$ cat config.mk
export PLATFORM = sky130hd
export DESIGN_NAME = skinned_mesh_bone_palette_splitter_top
export DESIGN_NICKNAME = d
export VERILOG_FILES = /design/src/design/sbps_pkg.sv /design/src/design/sbps_lane.sv /design/src/design/sbps_merge.sv /design/src/design/skinned_mesh_bone_palette_splitter_top.sv
export SDC_FILE = /design/constraint.sdc
export NUM_CORES = 1
export LEC_CHECK = 0
export BUFFER_PORTS_ARGS = -buffer_cell sky130_fd_sc_hd__buf_2
export CAP_MARGIN = 30
export CELL_PAD_IN_SITES_DETAIL_PLACEMENT = 2
export CELL_PAD_IN_SITES_GLOBAL_PLACEMENT = 2
export CORE_MARGIN = 2
export CORE_UTILIZATION = 46
export DETAILED_ROUTE_END_ITERATION = 8
export GPL_TIMING_DRIVEN = 0
export HOLD_SLACK_MARGIN = 0.15
export PLACE_DENSITY = 0.89
export SYNTH_ARGS = -nofsm -noshare
export SYNTH_HDL_FRONTEND = slang
export SYNTH_SLANG_ARGS = --single-unit
$ cat constraint.sdc
create_clock -name clk -period 6.16 [get_ports clk]
set_input_delay 0.308 -clock clk [delete_from_list [all_inputs] [get_ports clk]]
set_output_delay 0.308 -clock clk [all_outputs]
set_load 0.05 [all_outputs]
$ cat src/design/sbps_pkg.sv
package sbps_pkg;

  // fixed field widths
  localparam int BONE_W      = 9;
  localparam int VIDX_W      = 16;
  localparam int LB_W        = 7;
  localparam int PBONE_W     = 8;
  localparam int NUM_BONES   = 4;
  localparam int IN_DATA_W   = 40;
  localparam int OUT_DATA_W  = 56;

  // local bone code for "no bone"
  localparam logic [LB_W-1:0] LB_NONE = 7'h7F;

  // batch closes at a triangle end when count + CLOSE_MARGIN reaches the limit
  localparam int CLOSE_MARGIN = 3;

  // palette lookup lanes
  localparam int NUM_LANES   = 8;
  localparam int LANE_OFF_W  = 3;

  // parameter defaults
  localparam int PALETTE_LIMIT_DEF     = 48;
  localparam int SKELETON_BITS_DEF     = 8;
  localparam int VERTEX_INDEX_BITS_DEF = 16;

  // result kinds
  localparam logic KIND_VERTEX  = 1'b0;
  localparam logic KIND_PALETTE = 1'b1;

  // what one lane found
  typedef struct packed {
    logic                  hit;
    logic [LANE_OFF_W-1:0] offset;
  } lane_hit_t;

  typedef enum logic [2:0] {
    ST_IDLE,
    ST_LOOKUP,
    ST_VERTEX,
    ST_PAL_READ,
    ST_PAL_OUT
  } state_t;

endpackage

$ cat src/design/sbps_lane.sv
module sbps_lane import sbps_pkg::*; #(
  parameter int EPL   = 7,
  parameter int KEY_W = 8
) (
  input  logic [EPL-1:0][KEY_W-1:0] entries,
  input  logic [EPL-1:0]            valid,
  input  logic [KEY_W-1:0]          key,
  output lane_hit_t                 result
);

  // compare the key against this lane's entries; live entries are distinct
  always_comb begin
    result = '0;
    for (int e = 0; e < EPL; e++) begin
      if (valid[e] && (entries[e] == key)) begin
        result.hit    = 1'b1;
        result.offset = result.offset | LANE_OFF_W'(e);
      end
    end
  end

endmodule

$ cat src/design/sbps_merge.sv
module sbps_merge import sbps_pkg::*; #(
  parameter int EPL   = 7,
  parameter int IDX_W = 6
) (
  input  lane_hit_t [NUM_LANES-1:0] lanes,
  output logic                      hit,
  output logic [IDX_W-1:0]          idx
);

  // at most one lane hits, so the positions can be or-ed together
  always_comb begin
    hit = 1'b0;
    idx = '0;
    for (int l = 0; l < NUM_LANES; l++) begin
      if (lanes[l].hit) begin
        hit = 1'b1;
        idx = idx | IDX_W'(l * EPL + int'(lanes[l].offset));
      end
    end
  end

endmodule

$ cat src/design/skinned_mesh_bone_palette_splitter_top.sv
// channel   direction  tdata fields (low bit up)                        tuser         tlast
// s_*       in         bone_0[8:0] bone_1[17:9] bone_2[26:18]            triangle_end  stream_end
//                      bone_3[35:27], zero pad
// m_*       out        vertex_index[15:0] local_bone_0..3[22:16..43:37]  result_kind   last_of_run
//                      palette_bone[51:44], zero pad
//
// a vertex is accepted in the idle state, then gets one palette lookup per bone slot
// through the lane compare and merge, then the vertex transaction is loaded
// a batch close emits each palette entry by an emission memory read, then an output load
// reset clears the batch; the palette needs no clearing pass
// a stalled output holds the block in its current step; the input is taken only when idle
module skinned_mesh_bone_palette_splitter_top import sbps_pkg::*; #(
  parameter int PALETTE_LIMIT     = PALETTE_LIMIT_DEF,
  parameter int SKELETON_BITS     = SKELETON_BITS_DEF,
  parameter int VERTEX_INDEX_BITS = VERTEX_INDEX_BITS_DEF
) (
  input  logic                  clk,
  input  logic                  rst,
  input  logic                  s_tvalid,
  output logic                  s_tready,
  input  logic [IN_DATA_W-1:0]  s_tdata,   // bone_0, bone_1, bone_2, bone_3, pad
  input  logic                  s_tuser,   // triangle_end
  input  logic                  s_tlast,
  output logic                  m_tvalid,
  input  logic                  m_tready,
  output logic [OUT_DATA_W-1:0] m_tdata,   // vertex_index, local_bone_0..3, palette_bone, pad
  output logic                  m_tuser,   // result_kind
  output logic                  m_tlast
);

  localparam int DEPTH     = PALETTE_LIMIT + 8;
  localparam int EPL       = (DEPTH + NUM_LANES - 1) / NUM_LANES;
  localparam int PAD_DEPTH = EPL * NUM_LANES;
  localparam int IDX_W     = $clog2(PAD_DEPTH);
  localparam int MEM_W     = $clog2(DEPTH);
  localparam int CNT_W     = $clog2(DEPTH + 1);
  localparam int STORE_W   = (SKELETON_BITS < 8) ? SKELETON_BITS : 8;
  localparam int VC_W      = (VERTEX_INDEX_BITS < VIDX_W) ? VERTEX_INDEX_BITS : VIDX_W;

  state_t state, state_next;

  logic [1:0]                      slot;
  logic [NUM_BONES-1:0][BONE_W-1:0] bones;
  logic                            tri_end;
  logic                            strm_end;
  logic [NUM_BONES-1:0][LB_W-1:0]  local_bone;
  logic [VIDX_W-1:0]               vidx;
  logic [CNT_W-1:0]                count;
  logic [VC_W-1:0]                 vcount;
  logic [MEM_W-1:0]                rd_idx;
  logic [STORE_W-1:0]              rd_data;

  logic [PAD_DEPTH-1:0][STORE_W-1:0] store;
  logic [STORE_W-1:0]                mem [DEPTH];
  logic [PAD_DEPTH-1:0]              valid_vec;

  // fsm outputs
  logic in_ready, lookup_en, vtx_step, pal_step;

  // lookup of the current bone slot
  logic [BONE_W-1:0]  cur_bone;
  logic [7:0]         cur_val;
  logic               bone_ok;
  logic [STORE_W-1:0] key;
  logic               can_append;
  logic               hit;
  logic [IDX_W-1:0]   hit_idx;
  lane_hit_t [NUM_LANES-1:0] lane_res;

  logic out_free, close_now, pal_last, accept;

  assign accept   = s_tvalid && in_ready;
  assign s_tready = in_ready;
  assign out_free = !m_tvalid || m_tready;

  // current slot decode
  always_comb begin
    cur_bone   = bones[slot];
    cur_val    = cur_bone[7:0];
    bone_ok    = !cur_bone[BONE_W-1] && ((cur_val >> SKELETON_BITS) == 8'd0);
    key        = cur_val[STORE_W-1:0];
    can_append = (count < CNT_W'(DEPTH));
  end

  // live entries of the palette
  always_comb begin
    for (int i = 0; i < PAD_DEPTH; i++) begin
      valid_vec[i] = (8'(count) > 8'(i));
    end
  end

  // parallel compare lanes
  for (genvar l = 0; l < NUM_LANES; l++) begin : gen_lane
    sbps_lane #(
      .EPL   (EPL),
      .KEY_W (STORE_W)
    ) u_lane (
      .entries (store[l*EPL +: EPL]),
      .valid   (valid_vec[l*EPL +: EPL]),
      .key     (key),
      .result  (lane_res[l])
    );
  end

  sbps_merge #(
    .EPL   (EPL),
    .IDX_W (IDX_W)
  ) u_merge (
    .lanes (lane_res),
    .hit   (hit),
    .idx   (hit_idx)
  );

  // batch close test
  always_comb begin
    close_now = strm_end ||
                (tri_end && (((CNT_W+1)'(count) + (CNT_W+1)'(CLOSE_MARGIN)) >=
                             (CNT_W+1)'(PALETTE_LIMIT)));
    pal_last  = ((CNT_W'(rd_idx) + CNT_W'(1)) == count);
  end

  // next state
  always_comb begin
    state_next = state;
    case (state)
      ST_IDLE: begin
        if (s_tvalid) state_next = ST_LOOKUP;
      end
      ST_LOOKUP: begin
        if (slot == 2'd3) state_next = ST_VERTEX;
      end
      ST_VERTEX: begin
        if (out_free) begin
          if (close_now && (count != '0)) state_next = ST_PAL_READ;
          else                            state_next = ST_IDLE;
        end
      end
      ST_PAL_READ: state_next = ST_PAL_OUT;
      ST_PAL_OUT: begin
        if (out_free) begin
          if (pal_last) state_next = ST_IDLE;
          else          state_next = ST_PAL_READ;
        end
      end
      default: state_next = ST_IDLE;
    endcase
  end

  // fsm outputs
  always_comb begin
    in_ready  = 1'b0;
    lookup_en = 1'b0;
    vtx_step  = 1'b0;
    pal_step  = 1'b0;
    case (state)
      ST_IDLE:     in_ready  = 1'b1;
      ST_LOOKUP:   lookup_en = 1'b1;
      ST_VERTEX:   vtx_step  = out_free;
      ST_PAL_READ: ;
      ST_PAL_OUT:  pal_step  = out_free;
      default:     ;
    endcase
  end

  // control state
  always_ff @(posedge clk) begin
    if (rst) begin
      state  <= ST_IDLE;
      slot   <= '0;
      count  <= '0;
      vcount <= '0;
    end else begin
      state <= state_next;
      if (accept) begin
        slot <= '0;
        if (vcount != '1) vcount <= vcount + VC_W'(1);
      end else if (lookup_en) begin
        slot <= slot + 2'd1;
      end
      if (lookup_en && bone_ok && !hit && can_append) begin
        count <= count + CNT_W'(1);
      end
      if ((vtx_step && close_now && (count == '0)) || (pal_step && pal_last)) begin
        count  <= '0;
        vcount <= '0;
      end
    end
  end

  // input capture and lookup results
  always_ff @(posedge clk) begin
    if (accept) begin
      for (int b = 0; b < NUM_BONES; b++) begin
        bones[b] <= s_tdata[b*BONE_W +: BONE_W];
      end
      tri_end  <= s_tuser;
      strm_end <= s_tlast;
      vidx     <= VIDX_W'(vcount);
    end
    if (lookup_en) begin
      if (!bone_ok)        local_bone[slot] <= LB_NONE;
      else if (hit)        local_bone[slot] <= LB_W'(hit_idx);
      else if (can_append) local_bone[slot] <= LB_W'(count);
      else                 local_bone[slot] <= LB_NONE;
    end
  end

  // palette append into the compare store and the emission memory
  always_ff @(posedge clk) begin
    if (lookup_en && bone_ok && !hit && can_append) begin
      store[IDX_W'(count)] <= key;
      mem[MEM_W'(count)]   <= key;
    end
  end

  // emission read
  always_ff @(posedge clk) begin
    rd_data <= mem[rd_idx];
    if (vtx_step) rd_idx <= '0;
    else if (pal_step) rd_idx <= rd_idx + MEM_W'(1);
  end

  // output register
  always_ff @(posedge clk) begin
    if (rst) begin
      m_tvalid <= 1'b0;
    end else if (vtx_step || pal_step) begin
      m_tvalid <= 1'b1;
    end else if (m_tready) begin
      m_tvalid <= 1'b0;
    end
  end

  always_ff @(posedge clk) begin
    if (vtx_step) begin
      m_tdata <= {(OUT_DATA_W - VIDX_W - NUM_BONES*LB_W - PBONE_W)'(0),
                  PBONE_W'(0), local_bone, vidx};
      m_tuser <= KIND_VERTEX;
      m_tlast <= !(close_now && (count != '0));
    end else if (pal_step) begin
      m_tdata <= {(OUT_DATA_W - VIDX_W - NUM_BONES*LB_W - PBONE_W)'(0),
                  PBONE_W'(rd_data), {NUM_BONES{LB_NONE}}, VIDX_W'(0)};
      m_tuser <= KIND_PALETTE;
      m_tlast <= pal_last;
    end
  end

endmodule

# After elaboration in Yosys (flattened, before gate mapping)
# Memories as Yosys holds them, arrays and structs flattened. A register that Yosys moved wholly into a read port is not among the register bits.
# Index checks and enable logic that the tools add are counted.
# totals
mem_bits_rw	448
regBits	618
in_bits	46
mem_count	1
# mem_list
name	depth	word_bits	rd	rd_clocked_by_memory_dff	write_ports	line	text
mem	56	8	1	1	1	skinned_mesh_bone_palette_splitter_top.sv:54	logic [STORE_W-1:0] mem [DEPTH];
# classes
n_bitwise	8
addsub	12
n_eq_ne	67
magnitude_cmp	62
n_mux	103
n_reduce_logical	84
# op_table
op	count
bitwise mux 448 bit	1
== test 8 bit	56
two-way mux 4 bit	56
> comparator 6 bit, second input constant	24
> comparator 6 x 5 -> 1 bit, second input constant	16
two-way mux 44 bit	2
two-way mux 28 bit	3
logical AND 1 bit	67
bitwise mux 28 bit	2
demux 8 bit (select 6 bit)	1
> comparator 6 x 4 -> 1 bit, second input constant	8
two-way mux 6 bit	7
bitwise OR 6 bit	6
bitwise OR 28 bit	1
> comparator 6 x 3 -> 1 bit, second input constant	4
adder 6 x 3 -> 6 bit, first input constant	3
binary-select mux 9 bit (select 2 bit)	1
two-way mux 1 bit	18
adder 16 x 1 -> 16 bit, second input constant	1
!= test 16 bit, second input constant	1
two-way mux 3 bit	5
case mux 3 bit (5 select lines)	1
demux 7 bit (select 2 bit)	1
adder 5 x 3 -> 6 bit, first input constant	2
other kinds (33)	49

# Longest topological paths before layout
# Gate-level depths: netlist of the first run.
# logic_depth
depth_word	29
mapped_depth	17
ltp_nobuf	14

# Cells and area by module
# From an unflattened synthesis of the first run, not the netlist that was laid out.
# hier_totals
cells_unflattened	2270
hier_area_um2	31604.1
# by_module_without_submodules
mod	area_each_um2	instances	cells_per_inst
skinned_mesh_bone_palette_splitter_top	25283.0	1	1471
sbps_lane	743.2	8	93
sbps_merge	375.4	1	55

# Least setup slack after synthesis of the first run
# OpenSTA, ideal clock, no wires.
# synth_timing
kind	register to register
startpoint	register state[2]
endpoint	register vcount[15]
slack_ps	1244
stages_incl_launch_ff	11
setup_ps	128
path_buffers	2
arrival_time_ps	4789
period_less_slack_ps	4916
cell_sequence	dfxtp_1 > clkbuf_1 > nor3_1 > and2_1 > clkbuf_1 > o31ai_1 > nor2_1 > and2_1 > nand4_1 > xor2_1 > nor2_1
# synth_via
elab_cells_between_ends	13
# synth_rtl
element	line	text
start, declared	skinned_mesh_bone_palette_splitter_top.sv:40	state_t state, state_next;
start signal, assigned	skinned_mesh_bone_palette_splitter_top.sv:173	state <= state_next;
logical NOT 3 bit	skinned_mesh_bone_palette_splitter_top.sv:155	case (state)
two-way mux 1 bit	skinned_mesh_bone_palette_splitter_top.sv:155	
named net s_tready	skinned_mesh_bone_palette_splitter_top.sv:20	output logic s_tready,
logical AND 1 bit	skinned_mesh_bone_palette_splitter_top.sv:72	assign accept = s_tvalid && in_ready;
named net accept	skinned_mesh_bone_palette_splitter_top.sv:70	logic out_free, close_now, pal_last, accept;
AND reduction 2 bit (no source line)	n/a	
end signal, assigned	skinned_mesh_bone_palette_splitter_top.sv:176	if (vcount != '1) vcount <= vcount + VC_W'(1);
end, declared	skinned_mesh_bone_palette_splitter_top.sv:49	logic [VC_W-1:0] vcount;
# The timed path passes the listed nets, and every way through them passes these cells.
# A chain may end at the register's enable or synchronous reset.

# Worst setup path after layout of the first run
# layout_timing
startpoint	register count[5]
endpoint	memory mem[30][7] in the netlist's numbering, enable pin
# layout_via
elab_chain_len	22
elab_cells_between_ends	182
# layout_rtl
element	line	text
start, declared	skinned_mesh_bone_palette_splitter_top.sv:48	logic [CNT_W-1:0] count;
start signal, assigned	skinned_mesh_bone_palette_splitter_top.sv:181	count <= count + CNT_W'(1);
> comparator 6 x 1 -> 1 bit	skinned_mesh_bone_palette_splitter_top.sv:88	valid_vec[i] = (8'(count) > 8'(i));
logical AND 1 bit	sbps_lane.sv:15	if (valid[e] && (entries[e] == key)) begin
two-way mux 4 bit (7 in series)	sbps_lane.sv:15	
two-way mux 1 bit (8 in series)	sbps_merge.sv:15	if (lanes[l].hit) begin
logical NOT 1 bit	skinned_mesh_bone_palette_splitter_top.sv:210	if (lookup_en && bone_ok && !hit && can_append) begin
logical AND 1 bit (2 in series)	skinned_mesh_bone_palette_splitter_top.sv:210	
two-way mux 1 bit	skinned_mesh_bone_palette_splitter_top.sv:210	
two-way mux 1 bit (implied by the code)	skinned_mesh_bone_palette_splitter_top.sv:212	mem[MEM_W'(count)] <= key;
end, declared	skinned_mesh_bone_palette_splitter_top.sv:54	
# Several ways; a longest one is shown, not always the timed one.

==> flow_metrics.env, run 1 <==
export IMPL_setup_viol=146
export IMPL_antenna_left=0
export IMPL_core_area_um2=67400
export IMPL_violations="negative setup slack"
export IMPL_hold_path_class="primary input to flip-flop"
export IMPL_synth_compound_area_frac=0.0362
export IMPL_rr_worst_depth=13
export IMPL_min_path_cells=4
export IMPL_status="finished with violations"
export IMPL_clock_root_buffer="clkbuf_16"
export IMPL_total_power_mw=10.5
export IMPL_path_class="flip-flop to flip-flop"
export IMPL_dieArea_um2=70400
export IMPL_via_count=24400
export IMPL_p_leak_nw=11.5
export IMPL_viasPerCell=7.16
export IMPL_drc_errors=0
export IMPL_clk_pin_slew_ps=70
export IMPL_htree_levels=3
export IMPL_start_kind="flip-flop"
export IMPL_finClkSkew_ps=69.7
export IMPL_die_x_um=265
export IMPL_tightest_slew_ps=1210
export IMPL_end_kind="flip-flop"
export IMPL_r2r_end="mem[30][7]"
export IMPL_rrSetupSlack_ps=-310
export IMPL_finalCriticalPeriod_ps=6470
export IMPL_syn_area_per_cell_um2=14.4
export IMPL_async_flop_share=0
export IMPL_ys_ff_latch=626
export IMPL_final_nets=2533
export IMPL_rr_startpoint="count[5]"
export IMPL_routabilityCongestion=1.01
export IMPL_nFillCells=5998
export IMPL_multi_input_area_um2=12400
export IMPL_wl_um=153000
export IMPL_grt_ovfl_total=0
export IMPL_synth_top_family_by_area="XOR/XNOR gates"
export IMPL_whs_ps=210
export IMPL_synthCells=2179
export IMPL_fin_ws_ps=-311
export IMPL_yosys_area_share_adder=0.00597
export IMPL_ir_drop_mv=0.393
export IMPL_regArea_um2=18300
export IMPL_clk_latency_ps=690
export IMPL_grt_total_usage=0.436
export IMPL_drive_gt1_frac=0.226
export IMPL_synth_ff_type="edfxtp_1"
export IMPL_start_util=0.466
export IMPL_drt_iter0_drc=3963
export IMPL_finalMaxSlewViolations=0
export IMPL_power_density_nw_per_um2=285
export IMPL_cts_made_buffers=71
export IMPL_place_hpwl_um=99100
export IMPL_maxCapViolCount=0
export IMPL_yosys_mux_area_fraction=0.118
export IMPL_worstPathArrival_ps=6880
export IMPL_grt_pass1_vias=25400
export IMPL_die_h_um=265
export IMPL_synth_edff_count=575
export IMPL_grt_pass1_wl_um=211000
export IMPL_avgRoutedWirePerCell_um=45.0
export IMPL_required_ps=6570
export IMPL_io_buffers=97
export IMPL_final_cell_mix="edfxtp_1, xnor2_1, mux4_2"
export IMPL_hp_start="m_tready"
export IMPL_firstDrtPassIters=7
export IMPL_synth_simple_gate_area_frac=0.0919
export IMPL_syn_cell_area_um2=31400
export IMPL_hold_viol=0
export IMPL_rows=95
export IMPL_yosys_area_share_xor_xnor=0.134
export IMPL_crit_path_start="count[5]"
export IMPL_cp_max_fo=10
export IMPL_cts_tree="yes"
export IMPL_maxSlewHeadroom=0.189
export IMPL_antenna_found_initial=11
export IMPL_synth_distinct_cells=74
export IMPL_instances_no_fill=3411
export IMPL_final_common_cell="edfxtp_1"
export IMPL_min_to="m_tvalid"
export IMPL_yosys_warnings=0
export IMPL_post_route_period_util=1.05
export IMPL_fin_util=0.545
export IMPL_final_setup_tns_ps=-28590
export IMPL_cts_buffer_depth=3
export IMPL_grt_start_max_net_pins=66
export IMPL_clock_sinks=626
export IMPL_max_freq_mhz=155
export IMPL_syn_to_final_growth_pct=16.8
export IMPL_io_pins=106
export IMPL_ys_seq_area_frac=0.582
export IMPL_placedCellCount=3214
-- per-layer routing --
metal / track usage / vias up / wire length (µm)
met5: 0.0146 / - / 67
met4: 0.321 / 4 / 14500
met3: 0.149 / 811 / 18800
met2: 0.679 / 2302 / 69000
met1: 0.500 / 12400 / 51100
li1: - / 8875 / -
-- timing repair --
item	CTS	global route
buffers inserted	1	1
gates resized for setup	14	10
pin swaps	1	1
hold endpoints to repair	44	0
hold buffers	39	0
endpoints found under the setup margin	469	253
-- cell usage after synthesis, types with 13 or more instances --
master    instances  area [µm²]
o21ai_0          37         185
a21oi_1          38         190
nor3_1           98         490
buf_4            16         120
buf_1            23        86.3
edfxtp_1        575       17300
and3_1           13        81.3
inv_1            25        93.8
nand2_1          55         206
dfxtp_1          51        1020
xnor2_1         372        3260
ha_1             15         188
nand2b_1         31         194
and2_1           21         131
nand3_1          83         415
clkbuf_1         63         236
mux2i_1          19         190
mux4_2          152        3420
nand4_1          51         319
a22o_1           13         114
xor2_1          108         946
nor2_1           86         323
buf_6            34         383
nor4_1           52         325
-- critical path, cell delays in order, from the launching register on --
cell and delay [ps]:
dfxtp_1 330, clkbuf_1 850, clkbuf_1 950, buf_1 910
o2111ai_1 310, nor3_1 380, a31oi_1 150, nand3_1 370
nor4_4 90, nand3_2 120, buf_2 290, clkbuf_1 870
nor3_1 270, buf_2 290
-- flip-flops by register name, indices dropped and copies added (netlist names), named ones only --
signal	count
state	3
rd_idx	6
mem	56
m_tuser	1
strm_end	1
m_tvalid	1
m_tdata	52
local_bone	24
tri_end	1
m_tlast	1
rd_data	8
vidx	16
count	6
bones	36
vcount	16
slot	2
store	392
-- cells by family (layout without fill, tap and decap cells) --
| group | count (synthesis) | count (layout) |
|---|---|---|
| multiplexers | 180 | 180 |
| adder cells (fa/ha/maj) | 15 | 15 |
| XOR/XNOR | 480 | 480 |
| flip-flops | 626 | 626 |
| AO/OA/AOI/OAI | 166 | 166 |
| buffers and inverters | 174 | 521 |
| AND/OR/NAND/NOR | 537 | 537 |
| other | 1 | 13 |
-- cell type report --
cell class	count	share of cell area
Sequential cell	626	0.498
Multi-Input combinational cell	1382	0.337
Clock buffer	90	0.0512
Timing Repair Buffer	218	0.0433
Tap cell	873	0.0298
Buffer	146	0.0246
Clock inverter	40	0.0122
Inverter	27	0.00276
Antenna cell	9	0.000614
-- per-stage QoR --
step                      setup WS [ps]  area, µm²
after global routing              -25.4      36700
after global placement            -1000      33000
after floorplan                    1240      31400
after CTS                          29.3      36400
after detailed placement           -701      33600
final                              -311      36700
-- power breakdown --
group          switching, mW  internal [mW]  leakage (nW)
logic                  0.846          0.341          4.78
registers             0.0352           4.73          5.56
clock network           2.02           2.49          1.13
total                   2.90           7.56          11.5
-- worst max-delay path by stage --
stage | to | slack [ps] | cells past startpoint
5_1_grt | store[302] | -30 | 14
3_3_place_gp | store[200] | -1000 | 13
2_1_floorplan | vcount[15] | 1240 | 10
6_report | mem[30][7] | -310 | 13
3_5_place_dp | store[388] | -700 | 14
4_1_cts | mem[24][7] | 30 | 13
Note: power is estimated with default switching activity, not from simulation.
==> run 2, diff against run 1 <==
--- a/config.mk
+++ b/config.mk
@@ -14,7 +14,7 @@
 export DETAILED_ROUTE_END_ITERATION = 8
 export GPL_TIMING_DRIVEN = 0
 export HOLD_SLACK_MARGIN = 0.15
-export PLACE_DENSITY = 0.89
+export PLACE_DENSITY = 0.84
 export SYNTH_ARGS = -nofsm -noshare
 export SYNTH_HDL_FRONTEND = slang
 export SYNTH_SLANG_ARGS = --single-unit
==> run 2 against run 1 <==
  * The run ends with max-capacitance violations, max-slew violations, negative setup slack left
  * Via count grew 4.1%
  * Sequential cell count is the same
  * Sequential power is essentially flat
  * Utilization is essentially flat
  * Combinational power is essentially flat
  * Hold slack gained 95 ps
  * Clock skew shrank 31 ps
  * Clock-buffer cell count grew 2
  * Clock power is essentially flat
  * Register-to-register slack lost 1400 ps
  * Worst setup slack lost 1400 ps
  * Largest power group unchanged
  * Highest routed layer unchanged
==> flow_metrics.env, run 2 (synthesis results as in run 1) <==
export IMPL_io_pins=106
export IMPL_rows=95
export IMPL_cts_buffer_depth=3
export IMPL_cts_tree="yes"
export IMPL_swShare=0.280
export IMPL_viasPerCell=7.46
export IMPL_core_area_um2=67400
export IMPL_clk_pin_slew_ps=60
export IMPL_p_int_mw=7.57
export IMPL_placedCellCount=3206
export IMPL_io_buffers=97
export IMPL_place_worst_setup_slack_ps=-410
export IMPL_wl_um=162000
export IMPL_final_cell_mix="edfxtp_1, xnor2_1, mux4_2"
export IMPL_drive_gt1_frac=0.223
export IMPL_nFillCells=6049
export IMPL_multi_input_area_um2=12400
export IMPL_tightest_slew_ps=2120
export IMPL_status="finished with violations"
export IMPL_hold_viol=0
export IMPL_dieArea_um2=70400
export IMPL_rsz0062_at_grt="yes"
export IMPL_clock_sinks=626
export IMPL_p_sw_mw=2.94
export IMPL_finalMaxSlewViolations=5
export IMPL_pwr_share_comb=0.116
export IMPL_clock_root_buffer="clkbuf_16"
export IMPL_grt_pass1_wl_um=207000
export IMPL_finClkSkew_ps=38.3
export IMPL_die_x_um=265
export IMPL_regMostFlops="store"
export IMPL_cp_max_fo=10
export IMPL_regArea_um2=18300
export IMPL_finalCriticalPeriod_ps=7900
export IMPL_end_kind="flip-flop"
export IMPL_violations="max-capacitance violations, max-slew violations, negative setup slack"
export IMPL_syn_to_final_growth_pct=16.8
export IMPL_grt_pass1_vias=25600
export IMPL_clk_latency_ps=680
export IMPL_maxCapViolCount=2
export IMPL_instances_no_fill=3406
export IMPL_final_common_cell="edfxtp_1"
export IMPL_drt_iter0_drc=4662
export IMPL_die_h_um=265
export IMPL_via_count=25400
export IMPL_antenna_found_initial=15
export IMPL_required_ps=6530
export IMPL_ir_drop_mv=0.363
export IMPL_grt_start_max_net_pins=66
export IMPL_grt_ovfl_total=0
export IMPL_grt_total_usage=0.425
export IMPL_worstPathArrival_ps=8270
export IMPL_clkPwrFrac=0.430
export IMPL_htree_levels=3
export IMPL_firstDrtPassIters=8
export IMPL_largest_reg_flops=392
export IMPL_final_nets=2524
export IMPL_maxSlewHeadroom=-0.426
export IMPL_drc_errors=0
export IMPL_p_leak_nw=11.5
export IMPL_max_freq_mhz=127
export IMPL_setup_viol=510
export IMPL_cts_made_buffers=71
export IMPL_hold_path_class="primary input to flip-flop"
export IMPL_path_class="flip-flop to flip-flop"
export IMPL_post_route_period_util=1.28
export IMPL_fin_ws_ps=-1740
export IMPL_fin_util=0.544
export IMPL_antenna_left=0
export IMPL_start_util=0.466
export IMPL_start_kind="flip-flop"
export IMPL_power_frac_seq=0.453
export IMPL_routabilityCongestion=1.08
export IMPL_power_density_nw_per_um2=287
export IMPL_largest_registers="store: 392 flops, mem: 56 flops, m_tdata: 52 flops"
export IMPL_final_setup_tns_ps=-676110
export IMPL_avgRoutedWirePerCell_um=47.6
export IMPL_place_hpwl_um=96600
[run 2: changes by cell type in the layout (fill, tap and decap cells not counted), sizes merged]
cell and change:
inv +1, clkdlybuf4s15 +1, clkbuf -2, clkinv -5, buf -8, dlygate4sd3 +1, diode +7, clkinvlp -1
clkdlybuf4s18 +1
[run 2: layout make-up]
type / count / share of cell area
multi-input cells: 1382 / 0.338
inverters: 27 / 0.00276
repair buffers: 210 / 0.0419
clock buffers: 92 / 0.0523
diodes: 16 / 0.00109
clock inverters: 35 / 0.00993
flip-flops and latches: 626 / 0.499
plain buffers: 145 / 0.0253
well taps: 873 / 0.0298
[run 2: path summary, 6_finish.rpt]
kind	from	end	slack [ps]	cells past startpoint
setup / recovery	count[3]	store[443]	-1740	15
hold / removal	s_tvalid	state[0]	300	5
setup reg to reg	count[3]	store[443]	-1740	15
hold reg to reg	rd_data[3]	m_tdata[47]	460	1
[run 2: critical path, stage by stage (launching register included)]
cell and delay, ps:
dfxtp_1 410, clkbuf_1 470, nor2_1 520, nand2_1 610
nor2_1 430, clkbuf_8 260, nor4_1 70, buf_2 170
nor3_1 1630, nand4_1 330, nor4_4 600, nand3_2 260
buf_2 300, buf_2 410, nor4_2 680, clkdlybuf4s18_2 400
[run 2: power groups by stage]
stage	combinational, mW	sequential (mW)	clock (mW)
floorplan	0.618	4.84	0
global placement	0.978	4.85	0
detailed placement	1.05	4.85	0
CTS	1.11	4.76	4.39
global route	1.21	4.77	4.60
finish	1.22	4.77	4.53
[run 2: stage by stage]
| step | hold slack (ps) | area, µm² | power, mW |
|---|---|---|---|
| floorplan | 380 | 31400 | 5.45 |
| global placement | 425 | 33000 | 5.82 |
| detailed placement | 436 | 33600 | 5.91 |
| CTS | 285 | 36300 | 10.3 |
| global route | 342 | 36700 | 10.6 |
| finish | 305 | 36700 | 10.5 |
[run 2: timing repair]
item | 4_1_cts | 5_1_grt
setup buffers | 0 | 2
hold endpoints to repair | 44 | 0
hold buffers | 40 | 0
setup endpoints to repair | 206 | 415
pin swaps | 0 | 2
gates resized for setup | 13 | 33
[run 2: per-layer routing]
metal | global-route usage | part of all wire | vias to the layer above | wire [µm]
met5 | 0 | 0.0024 | - | 384
met4 | 0.293 | 0.095 | 22 | 15400
met3 | 0.166 | 0.15 | 986 | 23700
met2 | 0.652 | 0.43 | 2621 | 70500
met1 | 0.494 | 0.32 | 12900 | 52300
li1 | - | - | 8851 | -
